**src/rtl/battery_link_ring_animator_macros.svh**
```systemverilog
// Assertion macros for the battery link ring animator.
// Used by the top level; needs nothing else.
`ifndef BATTERY_LINK_RING_ANIMATOR_MACROS_SVH
`define BATTERY_LINK_RING_ANIMATOR_MACROS_SVH

`ifndef SYNTH
// Same-cycle implication, disabled during reset.
`define BLRA_ASSERT_IMP(lbl, clk, rst, ante, cons) \
  lbl: assert property (@(posedge clk) disable iff (rst) (ante) |-> (cons)) \
    else $error("assertion failed");
// Next-cycle implication, disabled during reset.
`define BLRA_ASSERT_NXT(lbl, clk, rst, ante, cons) \
  lbl: assert property (@(posedge clk) disable iff (rst) (ante) |=> (cons)) \
    else $error("assertion failed");
`else
`define BLRA_ASSERT_IMP(lbl, clk, rst, ante, cons)
`define BLRA_ASSERT_NXT(lbl, clk, rst, ante, cons)
`endif

`endif

```
**src/rtl/blra_pkg.sv**
```systemverilog
// Shared types and constants of the battery link ring animator.
// No dependencies; imported by every module of the block.
`default_nettype none

package blra_pkg;

  localparam int CELLS = 6;
  localparam logic [4:0] CELLS_NEEDED = 5'(CELLS / 2);
  localparam logic [4:0] CELLS_SAT = 5'd31;
  localparam logic [15:0] V_LOW = 16'd2800;
  localparam logic [15:0] V_HIGH = 16'd4500;
  localparam logic [16:0] FULL_Q16 = 17'd65536;

  // Command codes.
  localparam logic [1:0] CMD_CELL = 2'd0;
  localparam logic [1:0] CMD_TICK = 2'd1;
  localparam logic [1:0] CMD_PIXEL = 2'd2;

  // Configuration register indexes.
  localparam logic [2:0] REG_RING_SIZE = 3'd0;
  localparam logic [2:0] REG_CONNECT_STEP = 3'd1;
  localparam logic [2:0] REG_FILL_STEP = 3'd2;
  localparam logic [2:0] REG_SHRINK_STEP = 3'd3;
  localparam logic [2:0] REG_GREEN_LEVEL = 3'd4;

  typedef struct packed {
    logic [9:0]  ring_size;
    logic [16:0] connect_step;
    logic [16:0] fill_step;
    logic [16:0] shrink_step;
    logic [7:0]  green_level;
  } cfg_t;

  typedef struct packed {
    logic [1:0]  command;
    logic        battery_select;
    logic [15:0] cell_voltage;
    logic        last_cell;
    logic [15:0] elapsed;
    logic [9:0]  pixel_index;
  } item_t;

  typedef struct packed {
    logic active;       // mode not inactive, current state
    logic active_next;  // mode not inactive once the held item is applied
    logic covers;       // held pixel item lies in this battery's arc
  } batt_status_t;

endpackage

`default_nettype wire

```
**src/rtl/blra_cfg.sv**
```systemverilog
// Configuration register file of the battery link ring animator.
// Depends on blra_pkg.
`default_nettype none

module blra_cfg (
  input  logic          clk,
  input  logic          rst,
  input  logic          cfg_valid,
  output logic          cfg_ready,
  input  logic [2:0]    cfg_index,
  input  logic [16:0]   cfg_data,
  output blra_pkg::cfg_t cfg
);
  import blra_pkg::*;

  assign cfg_ready = 1'b1;

  always_ff @(posedge clk) begin
    if (rst) begin
      cfg.ring_size    <= 10'd110;
      cfg.connect_step <= 17'd66;
      cfg.fill_step    <= 17'd131;
      cfg.shrink_step  <= 17'd66;
      cfg.green_level  <= 8'd255;
    end else if (cfg_valid && cfg_ready) begin
      unique case (cfg_index)
        REG_RING_SIZE:    cfg.ring_size    <= cfg_data[9:0];
        REG_CONNECT_STEP: cfg.connect_step <= cfg_data;
        REG_FILL_STEP:    cfg.fill_step    <= cfg_data;
        REG_SHRINK_STEP:  cfg.shrink_step  <= cfg_data;
        REG_GREEN_LEVEL:  cfg.green_level  <= cfg_data[7:0];
        default: ;
      endcase
    end
  end

endmodule

`default_nettype wire

```
**src/rtl/blra_batt.sv**
```systemverilog
// State and arc test of one battery: cell counting, link verdict, ramps.
// Depends on blra_pkg.
`default_nettype none

module blra_batt (
  input  logic                 clk,
  input  logic                 rst,
  input  logic                 batt_id,   // 0 centres at a quarter, 1 at three quarters
  input  logic                 advance,   // held item is applied this cycle
  input  blra_pkg::item_t      item,
  input  blra_pkg::cfg_t       cfg,
  output blra_pkg::batt_status_t status
);
  import blra_pkg::*;

  typedef enum logic [1:0] {
    MODE_IDLE   = 2'd0,
    MODE_CONN   = 2'd1,
    MODE_FILL   = 2'd2,
    MODE_SHRINK = 2'd3
  } mode_t;

  mode_t       mode, mode_next;
  logic [16:0] progress, progress_next;
  logic        link_up, link_up_next;
  logic [4:0]  cells, cells_next;

  logic        in_range;
  logic [4:0]  cells_inc;
  logic        now_up;
  logic [16:0] step_sel;
  logic [32:0] delta;
  logic [33:0] sum;

  logic [11:0] centre, quarter_pos, gap, gap_wrap;
  logic [10:0] half_ring;
  logic [27:0] lhs;
  logic [26:0] rhs;

  // One multiplier serves the ramp of whichever mode is current.
  always_comb begin
    case (mode)
      MODE_CONN: step_sel = cfg.connect_step;
      MODE_FILL: step_sel = cfg.fill_step;
      default:   step_sel = cfg.shrink_step;
    endcase
  end

  assign delta = 33'(item.elapsed) * 33'(step_sel);
  assign sum   = 34'(progress) + 34'(delta);

  assign in_range  = (item.cell_voltage >= V_LOW) && (item.cell_voltage <= V_HIGH);
  assign cells_inc = (in_range && cells < CELLS_SAT) ? cells + 5'd1 : cells;
  assign now_up    = (cells_inc >= CELLS_NEEDED);

  always_comb begin
    mode_next     = mode;
    progress_next = progress;
    link_up_next  = link_up;
    cells_next    = cells;
    case (item.command)
      CMD_CELL: begin
        if (item.battery_select == batt_id) begin
          cells_next = cells_inc;
          if (item.last_cell) begin
            if (now_up && !link_up) begin
              mode_next     = MODE_CONN;
              progress_next = '0;
            end else if (!now_up && link_up) begin
              mode_next     = MODE_FILL;
              progress_next = '0;
            end
            link_up_next = now_up;
            cells_next   = '0;
          end
        end
      end
      CMD_TICK: begin
        unique case (mode)
          MODE_CONN, MODE_FILL: begin
            if (sum >= 34'(FULL_Q16)) begin
              progress_next = FULL_Q16;
              mode_next     = (mode == MODE_CONN) ? MODE_IDLE : MODE_SHRINK;
            end else begin
              progress_next = sum[16:0];
            end
          end
          MODE_SHRINK: begin
            if (delta >= 33'(progress)) begin
              progress_next = '0;
              mode_next     = MODE_IDLE;
            end else begin
              progress_next = progress - delta[16:0];
            end
          end
          default: ;
        endcase
      end
      default: ;
    endcase
  end

  always_ff @(posedge clk) begin
    if (rst) begin
      mode     <= MODE_IDLE;
      progress <= '0;
      link_up  <= 1'b0;
      cells    <= '0;
    end else if (advance) begin
      mode     <= mode_next;
      progress <= progress_next;
      link_up  <= link_up_next;
      cells    <= cells_next;
    end
  end

  // Arc test in quarter-LED units; the distance wraps round the ring.
  assign centre      = batt_id ? 12'(3 * int'(cfg.ring_size)) : 12'(cfg.ring_size);
  assign quarter_pos = {item.pixel_index, 2'b00};
  assign gap         = (quarter_pos >= centre) ? quarter_pos - centre : centre - quarter_pos;
  assign half_ring   = {cfg.ring_size, 1'b0};
  assign gap_wrap    = (gap > 12'(half_ring)) ? {cfg.ring_size, 2'b00} - gap : gap;
  assign lhs         = {gap_wrap, 16'd0};
  assign rhs         = 27'(cfg.ring_size) * 27'(progress);

  assign status.active      = (mode != MODE_IDLE);
  assign status.active_next = (mode_next != MODE_IDLE);
  assign status.covers      = (mode != MODE_IDLE) && (lhs <= 28'(rhs));

endmodule

`default_nettype wire

```
**src/rtl/battery_link_ring_animator.sv**
```systemverilog
// Top level of the battery link ring animator: input register, two battery
// units, result register. Depends on blra_pkg, blra_cfg, blra_batt and the macro header.
//
//  Channel   Handshake                 Payload
//  item      item_valid / item_stall   command, battery_select, cell_voltage,
//                                      last_cell, elapsed, pixel_index
//  result    result_valid / result_stall  pixel_lit, pixel_green, effect_active
//  cfg       cfg_valid / cfg_ready     cfg_index, cfg_data
//
// One item per cycle while result_stall is low; each result is registered.
// Battery state is updated as an item passes from the input register to the
// result register, so each item sees the state left by the one before it.
// A stalled result holds the input register, and item_stall rises only while
// that register is full. Reset is synchronous; configuration is always ready.
`default_nettype none
`include "battery_link_ring_animator_macros.svh"

module battery_link_ring_animator (
  input  logic        clk,
  input  logic        rst,
  input  logic        item_valid,
  output logic        item_stall,
  input  logic [1:0]  command,
  input  logic        battery_select,
  input  logic [15:0] cell_voltage,
  input  logic        last_cell,
  input  logic [15:0] elapsed,
  input  logic [9:0]  pixel_index,
  output logic        result_valid,
  input  logic        result_stall,
  output logic        pixel_lit,
  output logic [7:0]  pixel_green,
  output logic        effect_active,
  input  logic        cfg_valid,
  output logic        cfg_ready,
  input  logic [2:0]  cfg_index,
  input  logic [16:0] cfg_data
);
  import blra_pkg::*;

  cfg_t         cfg;
  item_t        held;
  logic         held_valid;
  logic         advance;
  logic         lit;
  batt_status_t st0, st1;

  assign advance    = held_valid && !(result_valid && result_stall);
  assign item_stall = held_valid && !advance;

  always_ff @(posedge clk) begin
    if (rst) begin
      held_valid <= 1'b0;
    end else if (!item_stall) begin
      held_valid <= item_valid;
    end
  end

  always_ff @(posedge clk) begin
    if (item_valid && !item_stall) begin
      held.command        <= command;
      held.battery_select <= battery_select;
      held.cell_voltage   <= cell_voltage;
      held.last_cell      <= last_cell;
      held.elapsed        <= elapsed;
      held.pixel_index    <= pixel_index;
    end
  end

  blra_cfg u_cfg (
    .clk       (clk),
    .rst       (rst),
    .cfg_valid (cfg_valid),
    .cfg_ready (cfg_ready),
    .cfg_index (cfg_index),
    .cfg_data  (cfg_data),
    .cfg       (cfg)
  );

  blra_batt u_batt0 (
    .clk     (clk),
    .rst     (rst),
    .batt_id (1'b0),
    .advance (advance),
    .item    (held),
    .cfg     (cfg),
    .status  (st0)
  );

  blra_batt u_batt1 (
    .clk     (clk),
    .rst     (rst),
    .batt_id (1'b1),
    .advance (advance),
    .item    (held),
    .cfg     (cfg),
    .status  (st1)
  );

  assign lit = (held.command == CMD_PIXEL) && (cfg.ring_size != 10'd0) &&
               (held.pixel_index < cfg.ring_size) && (st0.covers || st1.covers);

  always_ff @(posedge clk) begin
    if (rst) begin
      result_valid <= 1'b0;
    end else if (!(result_valid && result_stall)) begin
      result_valid <= held_valid;
    end
  end

  always_ff @(posedge clk) begin
    if (advance) begin
      pixel_lit     <= lit;
      pixel_green   <= lit ? cfg.green_level : 8'd0;
      effect_active <= st0.active_next || st1.active_next;
    end
  end

  `BLRA_ASSERT_IMP(a_dark_is_zero, clk, rst, result_valid && !pixel_lit, pixel_green == 8'd0)
  `BLRA_ASSERT_IMP(a_stall_when_full, clk, rst, item_stall, held_valid)
  `BLRA_ASSERT_NXT(a_held_moves_on, clk, rst, advance, result_valid)
  `BLRA_ASSERT_IMP(a_active_ok, clk, rst, result_valid, effect_active == (st0.active || st1.active))

endmodule

`default_nettype wire

```
**config.mk**
```make
export PLATFORM = sky130hd
export DESIGN_NAME = battery_link_ring_animator
export DESIGN_NICKNAME = d
export VERILOG_FILES = /design/src/rtl/blra_pkg.sv /design/src/rtl/blra_cfg.sv /design/src/rtl/blra_batt.sv /design/src/rtl/battery_link_ring_animator.sv
export VERILOG_INCLUDE_DIRS = /design/src /design/src/rtl
export SDC_FILE = /design/constraint.sdc
export NUM_CORES = 2
export LEC_CHECK = 0
export BUFFER_PORTS_ARGS = -buffer_cell sky130_fd_sc_hd__buf_2
export CELL_PAD_IN_SITES_DETAIL_PLACEMENT = 1
export CELL_PAD_IN_SITES_GLOBAL_PLACEMENT = 2
export CORE_UTILIZATION = 41
export CTS_BUF_LIST = sky130_fd_sc_hd__clkbuf_16
export DETAILED_ROUTE_END_ITERATION = 16
export MAX_ROUTING_LAYER = met4
export PLACE_DENSITY = 0.84
export SYNTH_ARGS = -nofsm -noshare
export SYNTH_HDL_FRONTEND = slang
export SYNTH_SLANG_ARGS = --single-unit
export TNS_END_PERCENT = 1
```
**constraint.sdc**
```tcl
create_clock -name clk -period 12.7 [get_ports clk]
set_input_delay 2.54 -clock clk [delete_from_list [all_inputs] [get_ports clk]]
set_output_delay 2.54 -clock clk [all_outputs]
set_load 0.01 [all_outputs]
```
==> impl_metrics.tcl <==
set metrics [dict create \
    cp.required_ns 13.15 \
    ys.flop_type "dfxtp_1" \
    post_cts_buffers 0 \
    path_depth 35 \
    rows 121 \
    rsz0062_at_grt "false" \
    skew_ns 0.0323 \
    postCtsHoldBufs 0 \
    drt_first_iter_violations 1949 \
    tns_ns 0 \
    path_clk_slew_ns 0.09 \
    die-area_sq_mm 0.111 \
    reg2reg_slack_ns 1.52 \
    cts_root_buf "clkbuf_16" \
    wl_per_cell_microns 21.0 \
    crit_buf_inv 4 \
    setup_violations 0 \
    critical_path_class "register to register" \
    cts_tree "done" \
    vias_per_cell 5.55 \
    ant_nets 0 \
    slowest_stage "a21oi_1" \
    synthToLayoutAreaGrowth_pct 5.72 \
    final_common_cell "inv_1" \
    drive_gt1_share_pct 4.69 \
    final_max_slew_viol_count 0 \
    gr-usage-all-layers_pct 27.4 \
    place_congestion 0.893 \
    grt_pass1_vias 41100 \
    clock_latency_ns 0.53 \
    port_buffers 82 \
    r2r-start "u_batt1.mode[0]" \
    cp-end-kind "register" \
    path_max_fanout 17 \
    hold_class "register to register" \
    ys_ff_latch 177 \
    cts_max_level 4 \
    r2r_end "u_batt1.progress[2]" \
    synth_edf_count 56 \
    numCtsBuffers 17 \
    syn_area_sq_mm 0.0449 \
    coreArea_sq_mm 0.109 \
    fin_crit_sh_pct 88.1 \
    io-pin-count 84 \
    grt_overflow 0 \
    arrival_ns 11.63 \
    critPathLaunchType "register" \
    slew_headroom_pct 24.2 \
    tightest_slew_ns 1.13 \
    hold_viol_final 0 \
    start_util_pct 41.3 \
    post_cts_resize_count 0 \
    die_h_microns 333 \
    crit_family "adder cells" \
    nFillCells 13100 \
    cp_common_cell "fa_1" \
    die_w_microns 333 \
    max_stage_delay_ns 0.84 \
    max_freq_ghz 0.0894 \
    dr.pass1.iters 5 \
    hpwl_microns 115000 \
    synth_cells 5484 \
    cts_num_sinks 177 \
    drc 0 \
    maxCapViolations 0 \
    startpoint "u_batt1.mode[0]" \
    ys_types 88 \
    antenna_found_initial 7 \
    yosys_warnings 0 \
    syn_nets 6780 \
    avgSynthCellArea_sq_um 8.19 \
    post-route-min-period_ns 11.18 \
    clock_path_buffers 2 \
    nets 6737 \
    endpoint "u_batt1.progress[2]" \
    r2r_cells 35 \
    wirelength_microns 144000 \
    seq_area_frac_synth_pct 9.14 \
    status "finished clean" \
    placed_area_sq_mm 0.0469 \
    stdcell_area_sq_mm 0.0475 \
    ys_async_sr_fraction_pct 0 \
    vias 38100 \
    grt_max_degree 68 \
    grt_pass1_wl_microns 232000 \
    layout_common_cells "inv_1, nand2_1, fa_1" \
]
==> worst register-to-register path, delay by kind of cell (launching register included) <==
family	cells	cell delay, ns
fa+ha+maj	9	3.92
compound gates	14	3.20
simple gates	7	2.97
buf+inv	4	0.43
flops	1	0.39
xor+xnor	1	0.22
==> worst min-delay path by stage <==
stage | slack, ns | from | endpoint | depth (start not counted)
after global placement | 0.44 | u_cfg.cfg[1] | u_cfg.cfg[1] | 2
after CTS | 0.48 | u_cfg.cfg[7] | u_cfg.cfg[7] | 2
after global routing | 0.50 | u_cfg.cfg[30] | u_cfg.cfg[30] | 2
final | 0.47 | u_cfg.cfg[7] | u_cfg.cfg[7] | 2
after detailed placement | 0.45 | u_cfg.cfg[7] | u_cfg.cfg[7] | 2
after floorplan | 0.43 | u_cfg.cfg[0] | u_cfg.cfg[0] | 2
==> cell usage after synthesis (25+ instances only) <==
cell type	number	area, sq um
xnor2_1	98	858
o21ai_0	125	626
ha_1	566	7080
nand2_1	774	2910
o21bai_1	43	323
clkbuf_1	217	815
nand3_1	65	325
a21o_1	90	676
fa_1	659	13200
o21a_1	34	255
a31oi_1	26	163
nand2b_1	39	244
edfxtp_1	56	1680
nand4_1	35	219
nor3_1	74	370
or3_1	25	156
nor2_1	375	1410
nor2b_1	43	269
a211oi_1	45	338
xor2_1	62	543
dfxtp_1	121	2420
o211ai_1	29	218
a22oi_1	38	285
a21oi_1	338	1690
and2_1	269	1680
inv_1	895	3360
==> flip-flops by register name, indices dropped and copies added (netlist names) <==
| name | count |
|---|---|
| u_batt0.progress | 17 |
| u_batt1.link_up | 1 |
| u_batt0.cells | 5 |
| u_batt1.cells | 5 |
| held_valid | 1 |
| pixel_green | 8 |
| held | 46 |
| result_valid | 1 |
| u_cfg.cfg | 69 |
| u_batt0.link_up | 1 |
| u_batt1.progress | 17 |
| pixel_lit | 1 |
| effect_active | 1 |
| u_batt0.mode | 2 |
| u_batt1.mode | 2 |
==> area by class of cell <==
type                    count  area [sq um]  share of cell area (%)
multi-input cells        4169         36500                    76.9
flip-flops and latches    177          4100                    8.65
inverters                 906          3400                    7.16
well taps                1414          1770                    3.73
repair buffers            170          1070                    2.26
clock buffers              17           425                   0.896
clock inverters            15           164                   0.345
diodes                      5          12.5                  0.0264
==> per-layer routing <==
metal	part of all wire, %	global-route usage (%)
met2	48	45.2
met5	0	-
met1	46	36.2
met3	4.1	3.03
met4	1.8	5.54
==> through the flow <==
stage / hold slack, ns / setup WS [ns] / util (%) / cells
final: 0.474 / 1.52 / 43.7 / 6873
after global routing: 0.498 / 0.897 / 43.7 / 6872
after CTS: 0.475 / 1.52 / 43.7 / 6868
after detailed placement: 0.455 / 1.57 / 43.1 / 6836
after global placement: 0.444 / 1.97 / 43.1 / 6836
after floorplan: 0.432 / 2.72 / - / 5484
==> cell families (layout without fill, tap and decap cells) <==
kind of cell	Yosys count	after routing	share of synthesized area, %
AOI/OAI and AO/OA	945	945	13.7
muxes	26	26	0.599
and+or+nand+nor	1812	1812	18.7
buffers and inverters	1138	1108	9.57
DFF	177	177	9.14
other	1	6	0.00835
xor gates and xnor gates	160	160	3.12
adders and majority gates	1225	1225	45.2
Power is left out: the tool's default activity adds up to more than one toggle a clock period on the data nets, which glitch-free logic cannot reach.
